**src/design/mvpm_pkg.sv**
```systemverilog
// mvpm_pkg: shared codes, item types and fixed constants of the pcm mixer
// used by every module of the multi voice pcm mixer; no dependencies
`timescale 1ns / 1ps

package mvpm_pkg;

    localparam int ADDR_W = 16;
    localparam int SMP_W  = 16;
    localparam int LEN_W  = 17;
    localparam int VOL_W  = 7;

    // operation codes on the input tuser
    localparam logic [1:0] OP_LOAD   = 2'd0;
    localparam logic [1:0] OP_QUEUE  = 2'd1;
    localparam logic [1:0] OP_TICK   = 2'd2;
    localparam logic [1:0] OP_UNUSED = 2'd3;

    localparam logic [VOL_W-1:0] VOL_MAX = 7'd100;

    // x / 100 as (x * DIV_M) >> DIV_SHIFT, exact for x below 2^22
    localparam logic [22:0] DIV_M     = 23'd5368710;
    localparam int          DIV_SHIFT = 29;

    // reciprocal shift used for the address reduction
    localparam int MOD_SHIFT = 24;

    // free slot search width per cycle
    localparam int CHUNK = 8;

    localparam int QUEUE_DEPTH = 4;
    localparam int QAW         = 2;

    typedef enum logic [1:0] {
        KIND_NONE,
        KIND_LOAD,
        KIND_QUEUE,
        KIND_TICK
    } kind_t;

    typedef struct packed {
        kind_t                    kind;
        logic [ADDR_W-1:0]        addr;
        logic signed [SMP_W-1:0]  smp;
        logic [LEN_W-1:0]         len;
    } item_t;

    typedef enum logic [2:0] {
        ST_IDLE,
        ST_MOD_MUL,
        ST_MOD_SUB,
        ST_MOD_FIX,
        ST_SEARCH,
        ST_TICK,
        ST_DONE
    } state_t;

endpackage

```
**src/design/mvpm_front.sv**
```systemverilog
// mvpm_front: input acceptance, operation decode and the item queue
// depends on mvpm_pkg
`timescale 1ns / 1ps

module mvpm_front
    import mvpm_pkg::*;
(
    input  logic        clk,
    input  logic        rst_n,
    input  logic        s_tvalid,
    output logic        s_tready,
    input  logic [55:0] s_tdata,   // address, sample_value, sound_length, zero fill
    input  logic [1:0]  s_tuser,   // operation
    output logic        q_valid,
    input  logic        q_ready,
    output item_t       q_entry
);

    item_t              queue_mem [QUEUE_DEPTH];
    logic [QAW:0]       wr_ptr_reg;
    logic [QAW:0]       rd_ptr_reg;
    logic               full;
    logic               empty;
    item_t              in_item;

    assign full  = (wr_ptr_reg[QAW] != rd_ptr_reg[QAW]) &&
                   (wr_ptr_reg[QAW-1:0] == rd_ptr_reg[QAW-1:0]);
    assign empty = (wr_ptr_reg == rd_ptr_reg);

    assign s_tready = !full;
    assign q_valid  = !empty;
    assign q_entry  = queue_mem[rd_ptr_reg[QAW-1:0]];

    always_comb
    begin
        in_item.addr = s_tdata[15:0];
        in_item.smp  = s_tdata[31:16];
        in_item.len  = s_tdata[48:32];
        unique case (s_tuser)
            OP_LOAD:   in_item.kind = KIND_LOAD;
            OP_QUEUE:  in_item.kind = KIND_QUEUE;
            OP_TICK:   in_item.kind = KIND_TICK;
            OP_UNUSED: in_item.kind = KIND_NONE;
        endcase
    end

    always_ff @(posedge clk or negedge rst_n)
    begin
        if (!rst_n)
        begin
            wr_ptr_reg <= '0;
            rd_ptr_reg <= '0;
        end
        else
        begin
            if (s_tvalid && !full)
                wr_ptr_reg <= wr_ptr_reg + 1'b1;
            if (q_ready && !empty)
                rd_ptr_reg <= rd_ptr_reg + 1'b1;
        end
    end

    always_ff @(posedge clk)
    begin
        if (s_tvalid && !full)
            queue_mem[wr_ptr_reg[QAW-1:0]] <= in_item;
    end

endmodule

```
**config.mk**
```make
export PLATFORM = sky130hd
export DESIGN_NAME = mvpm_front
export DESIGN_NICKNAME = d
export VERILOG_FILES = /design/src/design/mvpm_pkg.sv /design/src/design/mvpm_front.sv
export SDC_FILE = /design/constraint.sdc
export NUM_CORES = 1
export LEC_CHECK = 0
export BUFFER_PORTS_ARGS = -buffer_cell sky130_fd_sc_hd__buf_4
export CORE_MARGIN = 4
export CORE_UTILIZATION = 45
export CTS_CLUSTER_SIZE = 8
export DETAILED_ROUTE_END_ITERATION = 12
export PLACE_DENSITY = 0.65
export SETUP_SLACK_MARGIN = 0.5
export SYNTH_ARGS = -nofsm -noshare
export SYNTH_HDL_FRONTEND = slang
export SYNTH_SLANG_ARGS = --single-unit
```
**constraint.sdc**
```tcl
create_clock -name clk -period 8.2 [get_ports clk]
set_input_delay 0 -clock clk [delete_from_list [all_inputs] [get_ports clk]]
set_output_delay 0 -clock clk [all_outputs]
set_load 0.02 [all_outputs]
```
# Yosys cells after proc, flatten, opt, wreduce, memory -nomap -nowiden
# Memory sizes are Yosys's and may differ from the RTL's.
# Cells that the tools add are included.
[op_classes]
n_addsub = 2
mux = 3
reduce_logical = 6
eq_ne = 6
[op_table]
columns = ["operator", "n"]
rows = [
  ["$pmux W2 S4", 1],
  ["$add A3 B1 Y3 const B", 2],
  ["$eq A2 B2 Y1 const B", 2],
  ["$eq A3 B3 Y1", 1],
  ["$logic_and A1 B1 Y1", 3],
  ["$eq A2 B1 Y1 const B", 1],
  ["$eq A2 B2 Y1", 1],
  ["$logic_not A1 Y1", 2],
  ["$logic_not A2 Y1", 1],
  ["$mux W1", 2],
  ["$ne A1 B1 Y1", 1],
]
[totals]
mem_count = 1
inputBits = 62
regBits = 6
mem_bits_rw = 204
[memory_table]
columns = ["memory", "words", "width", "read_ports", "rd_clocked_by_memory_dff", "write_ports", "line_no", "text"]
rows = [
  ["queue_mem", 4, 51, 1, 0, 1, "mvpm_front.sv:19", "item_t queue_mem [QUEUE_DEPTH];"],
]

# Logic depth before layout (Yosys ltp)
# Gate-level depths: netlist (run 1).
[depth]
depth_word = 6
ltp_mapped = 5

# Worst setup path after synthesis (run 1)
# Ideal clock, no wire load.
[synth_timing]
kind = "register to register"
startpoint = "register rd_ptr_reg[0]"
endpoint = "memory queue_mem[1][0] in the netlist's numbering, enable pin"
t_arrival_ns = 2.252
path_buffers = 1
synth_period_minus_slack_ns = 2.666
slack_ns = 5.534
stages_incl_launch_ff = 5
cell_sequence = "dfrtp_1 > buf_8 > xor2_4 > or3_4 > and3_1"
[synth_between]
elab_chain_cells = 6
[synth_rtl]
columns = ["element", "line_no", "text"]
rows = [
  ["from (decl)", "mvpm_front.sv:21", "logic [QAW:0] rd_ptr_reg;"],
  ["from (signal assigned)", "mvpm_front.sv:59", "rd_ptr_reg <= rd_ptr_reg + 1'b1;"],
  ["$eq A2 B2 Y1", "mvpm_front.sv:27", "(wr_ptr_reg[QAW-1:0] == rd_ptr_reg[QAW-1:0]);"],
  ["$logic_and A1 B1 Y1", "mvpm_front.sv:26", "assign full = (wr_ptr_reg[QAW] != rd_ptr_reg[QAW]) &&"],
  ["$logic_not A1 Y1", "--", ""],
  ["named net s_tready", "mvpm_front.sv:11", "output logic s_tready,"],
  ["$logic_and A1 B1 Y1", "mvpm_front.sv:65", "if (s_tvalid && !full)"],
  ["$mux W1", "mvpm_front.sv:65", ""],
  ["$mux W1 (implied by the code)", "mvpm_front.sv:66", "queue_mem[wr_ptr_reg[QAW-1:0]] <= in_item;"],
  ["to (decl)", "mvpm_front.sv:19", ""],
]
# The timed path passes the listed nets, and every way through them passes these cells.

==> results of run 1 <==
[cells by family after synthesis]
kind of cell    after synthesis  share of synthesized area
compound gates               12                    0.01063
xor+xnor                      8                    0.01364
fa+ha+maj                     7                    0.01110
buf+inv                      18                    0.01332
flops                       210                     0.7957
mux                          51                     0.1456
simple gates                 13                   0.009994
[placed cells by master, fill, tap and decap left out]
cell type      instances
a211oi_1               2
a21oi_1                4
and3_2                 3
buf_4                113
clkbuf_1              14
clkbuf_16             30
clkinv_4               1
clkinv_8               1
dfrtp_1                4
dfrtp_2                1
dfrtp_4                1
dlygate4sd3_1         55
edfxtp_1             204
ha_1                   7
inv_1                  6
mux4_2                51
nand2_1                2
nand2b_1               2
nand3_1                2
o2111ai_1              1
o311a_2                1
o31ai_1                4
or2_2                  1
or3_1                  2
or3_4                  1
xnor2_1                4
xor2_1                 2
xor2_4                 2
[routing by layer]
metal  part of all wire  GRT usage  wire [µm]
met2               0.51     0.2503       7435
met5                  0          0          0
met4              0.022    0.04844        319
met3              0.050    0.03107        743
met1               0.42     0.2019       6214
[area by class of cell]
class	instances	area, µm²	area share
inverter	6	22.52	0.002182
sequential	210	6281	0.6084
timing repair buffer	168	1399	0.1355
tap	225	281.5	0.02727
clock buffer	44	803.3	0.07781
multi-input combinational	91	1511	0.1464
clock inverter	2	25.02	0.002424
[where the power goes]
group | switching, W | internal [W]
Clock | 0.000402 | 0.000663
Combinational | 0.000666 | 0.000556
Sequential | 0.0000905 | 0.00144
[critical path: stages (launching register included)]
cell and delay (ns):
dfrtp_4 0.70, buf_4 0.69, mux4_2 0.62, buf_4 0.18
[metrics by stage]
stage	setup slack, ns	cell area [µm²]	util
floorplan	5.534	7888	-
global placement	5.396	8945	0.5189
detailed placement	5.384	8945	0.5189
CTS	5.325	10320	0.5989
global route	5.204	10320	0.5989
finish	5.453	10320	0.5989
[Yosys cell counts]
library cell	instances
o311a_1	1
nand3_1	2
clkbuf_1	5
a21oi_1	4
and3_1	3
nand2b_1	2
or3_1	2
mux4_2	51
buf_6	1
ha_1	7
xor2_4	2
or3_4	1
o2111ai_1	1
nand2_1	2
or2_2	1
dfrtp_1	6
a211oi_1	2
xnor2_1	4
edfxtp_1	204
buf_4	5
buf_8	1
xor2_1	2
inv_1	6
o31ai_1	4
[final timing paths]
| path | to | slack [ns] | cells past startpoint |
|---|---|---|---|
| min in group asynchronous | rd_ptr_reg[1] | 0.45 | 3 |
| setup reg to reg | queue_mem[1][15] | 5.48 | 4 |
| setup / recovery | q_entry[14] | 5.45 | 3 |
| hold reg to reg | wr_ptr_reg[2] | 0.56 | 1 |
| hold / removal | queue_mem[3][12] | 0.21 | 2 |
| max in group asynchronous | rd_ptr_reg[0] | 7.47 | 3 |
[repair_timing]
| action | CTS | global route |
|---|---|---|
| hold endpoints to repair | 215 | 0 |
| hold buffers | 55 | 0 |
| endpoints found under the setup margin | 0 | 0 |
==> results.json, run 1 <==
{
  "status": "finished, final reports clean",
  "fin_tns_setup_ns": 0,
  "num-nets-final": 576,
  "fp.dieH_um": 140.4,
  "place_congestion": 0.7881,
  "path_max_fanout": 37,
  "port_buffers": 107,
  "drv_cap": 0,
  "rsz0062_at_grt": "false",
  "tightest_slew_ns": 0.8346,
  "whs_ns": 0.2133,
  "clk_transition_reported_paths_ns": 0.05,
  "grt_remaining_overflow": 0,
  "ctsResizeCount": 0,
  "power_w": 0.003812,
  "cts_tree": "built",
  "instances_no_fill": 746,
  "yosys_warnings": 0,
  "via_per_inst": 5.138,
  "fin_crit_sh": 0.3350,
  "r2r-start": "rd_ptr_reg[0]",
  "ys_types": 24,
  "dp_hpwl_um": 8019,
  "crit_arrival_ns": 2.75,
  "yosysSeqAreaShare": 0.7957,
  "worstSetupStartpointType": "register",
  "syn_area_um2": 7888,
  "largest_register_ffs": 204,
  "cp.required_ns": 8.20,
  "wl_per_cell_um": 19.72,
  "htree_levels": 1,
  "synth_nets": 388,
  "insertion_delay_ns": 0.52,
  "cts-root-buf": "clkbuf_16",
  "setup.worst_path.end_class": "primary output",
  "ir_worst_vdd_uv": 199.9,
  "rows": 48,
  "post_cts_buffers": 0,
  "p_leak_nw": 3.592,
  "hp-class": "in -> reg",
  "dp_cells": 645,
  "synth.avg_cell_area_um2": 24.73,
  "cts.sinks": 210,
  "diodes": 0,
  "die_area_um2": 19710,
  "io_pins": 115,
  "initial_core_util": 0.4576,
  "drc": 0,
  "maxSlewHeadroom": 0.4436,
  "grt_usage": 0.1507,
  "drv_slew": 0,
  "yosysTopAreaCellShare": 0.7766,
  "synth_top_area_cell": "edfxtp_1",
  "fill_cells": 1252,
  "setup_viol": 0,
  "die_x_um": 140.4,
  "netlist_top_cells_area": "edfxtp_1 78%, mux4_2 15%, dfrtp_1 1.9%",
  "area_growth_pct": 30.89,
  "grt_max_degree": 56,
  "startpoint": "rd_ptr_reg[0]",
  "vias": 3833,
  "syn_inst": 319,
  "antenna_found_initial": 0,
  "drt_first_pass_iters": 4,
  "core-area_um2": 17240,
  "fin_skew_ns": 0.01272,
  "grt_pass1_wl_um": 23270,
  "cts_made_buffers": 30,
  "fmax_mhz": 364.0,
  "powerDensity_nw_per_um2": 369.3,
  "critPathKind": "reg -> out",
  "first_global_vias": 4277,
  "drive_gt1_frac": 0.3954,
  "finalWirelength_um": 14710,
  "synth_seq_cells": 210,
  "hold_viol": 0,
  "ant_nets": 0,
  "min_from": "s_tdata[44]",
  "clockBufferDepth": 3,
  "drtIter0Drc": 229,
  "period_minus_slack_ns": 2.747
}
No activity file was read; power rests on OpenSTA's default activity.
==> inputs of run 2 (changes only) <==
==> constraint.sdc (replaced) <==
create_clock -name clk -period 2.8 [get_ports clk]
set_input_delay 0 -clock clk [delete_from_list [all_inputs] [get_ports clk]]
set_output_delay 0 -clock clk [all_outputs]
set_load 0.02 [all_outputs]
==> run 2 against run 1 <==
Design area grew 1.1%. Sequential power rose to 2.9 times the previous value. Non-clock buffer count up 2. Combinational power grew to 3.1 times the previous value. Via count rose by 0.42%. Die area is the same. Sequential share of layout area down 0.64 points. Utilization up 0.64 points. Clock power rose to 3.1 times the previous value. Largest power group unchanged. Highest routed layer unchanged.
==> results.json, run 2 (synthesized netlist as in run 1, its figures left out) <==
{
  "status": "finished, final reports clean",
  "antenna_found_initial": 0,
  "instances_no_fill": 758,
  "place_congestion": 0.7561,
  "drv_slew": 0,
  "hp-class": "in -> reg",
  "drive_gt1_frac": 0.3902,
  "setup.worst_path.end_class": "primary output",
  "ant_nets": 0,
  "initial_core_util": 0.4576,
  "drt_first_pass_iters": 4,
  "period_minus_slack_ns": 2.177,
  "clockBufferDepth": 3,
  "cp.required_ns": 2.80,
  "whs_ns": 0.2295,
  "post-place-ws_ns": 0.7116,
  "insertion_delay_ns": 0.52,
  "io_pins": 115,
  "grt_remaining_overflow": 0,
  "wl_per_cell_um": 19.13,
  "dp_hpwl_um": 7979,
  "largest_register_ffs": 204,
  "clk_transition_reported_paths_ns": 0.05,
  "drtIter0Drc": 210,
  "p_seq_frac": 0.386,
  "drv_cap": 0,
  "grt_pass1_wl_um": 22770,
  "drc": 0,
  "tightest_slew_ns": 0.6183,
  "cts_made_buffers": 30,
  "cts.sinks": 210,
  "area_growth_pct": 32.28,
  "port_buffers": 107,
  "critPathKind": "reg -> out",
  "setup_slack_ns": 0.6230,
  "powerDensity_nw_per_um2": 1089,
  "worstSetupStartpointType": "register",
  "crit_arrival_ns": 2.18,
  "fp.dieH_um": 140.4,
  "fin_skew_ns": 0.01082,
  "final_common_cell": "edfxtp_1",
  "num-nets-final": 578,
  "setup_viol": 0,
  "post_cts_buffers": 0,
  "diodes": 0,
  "p_sw_frac": 0.3011,
  "final_cell_mix": "204 x edfxtp_1, 111 x buf_4, 55 x dlygate4sd3_1",
  "cts_tree": "built",
  "p_leak_nw": 3.635,
  "htree_levels": 1,
  "finalWirelength_um": 14500,
  "die_area_um2": 19710,
  "rows": 48,
  "cts-root-buf": "clkbuf_16",
  "fin_crit_sh": 0.7775,
  "path_max_fanout": 54,
  "maxSlewHeadroom": 0.5878,
  "p_clk_frac": 0.286,
  "first_global_vias": 4196,
  "comb_power_share": 0.328,
  "fmax_mhz": 459.3,
  "grt_max_degree": 56,
  "fin_util": 0.6053,
  "net-switching-power_w": 0.003421,
  "dp_cells": 647,
  "rsz0062_at_grt": "false",
  "ir_worst_vdd_uv": 665.3,
  "p_int_w": 0.007942,
  "vias": 3849,
  "core-area_um2": 17240,
  "via_per_inst": 5.078,
  "hold_viol": 0,
  "die_x_um": 140.4,
  "fin_tns_setup_ns": 0,
  "grt_usage": 0.1476
}
## run 2: what timing repair did
action	CTS	global route
endpoints found under the hold margin	215	0
resized for setup	1	1
setup endpoints to repair	12	4
hold buffers	55	0
## run 2: critical path: stages (launching register included)
cell	delay (ns)
dfrtp_4	0.47
buf_16	0.38
mux4_2	0.62
buf_4	0.19
## run 2: path summary, 6_finish.rpt
check	from	end	slack, ns	cells past startpoint
max	rd_ptr_reg[0]	q_entry[43]	0.62	3
min reg2reg	wr_ptr_reg[2]	wr_ptr_reg[2]	0.57	1
min	s_tdata[17]	queue_mem[0][18]	0.23	2
max in group asynchronous	rst_n	rd_ptr_reg[0]	2.07	3
min in group asynchronous	rst_n	wr_ptr_reg[0]	0.47	3
max reg2reg	wr_ptr_reg[2]	queue_mem[0][12]	0.69	4
## run 2: area by class of cell
cell class                      instances  area (µm²)
Tap cell                              225       281.5
Fill cell                            1280        6803
Inverter                                6       22.52
Timing Repair Buffer                  170        1463
Multi-Input combinational cell         91        1511
Sequential cell                       210        6281
Clock buffer                           55       865.8
Clock inverter                          1       8.758
## run 2: stage by stage
| stage | area (µm²) | total power, W |
|---|---|---|
| after global routing | 10430 | 0.01192 |
| after floorplan | 7893 | 0.006808 |
| after global placement | 8997 | 0.008128 |
| after detailed placement | 8997 | 0.008180 |
| after CTS | 10430 | 0.01155 |
| final | 10430 | 0.01136 |
## run 2: power by group through the flow
stage               sequential, W  combinational [W]  clock [W]
global placement          0.00441            0.00372          0
global route              0.00445            0.00400    0.00347
floorplan                 0.00438            0.00243          0
finish                    0.00439            0.00373    0.00325
CTS                       0.00439            0.00382    0.00334
detailed placement        0.00445            0.00373          0
## run 2: metal layers
metal / GRT usage / routed length (µm)
met3: 0.03517 / 813
met4: 0.03723 / 284
met5: 0 / 0
met2: 0.2434 / 7250
met1: 0.2009 / 6151
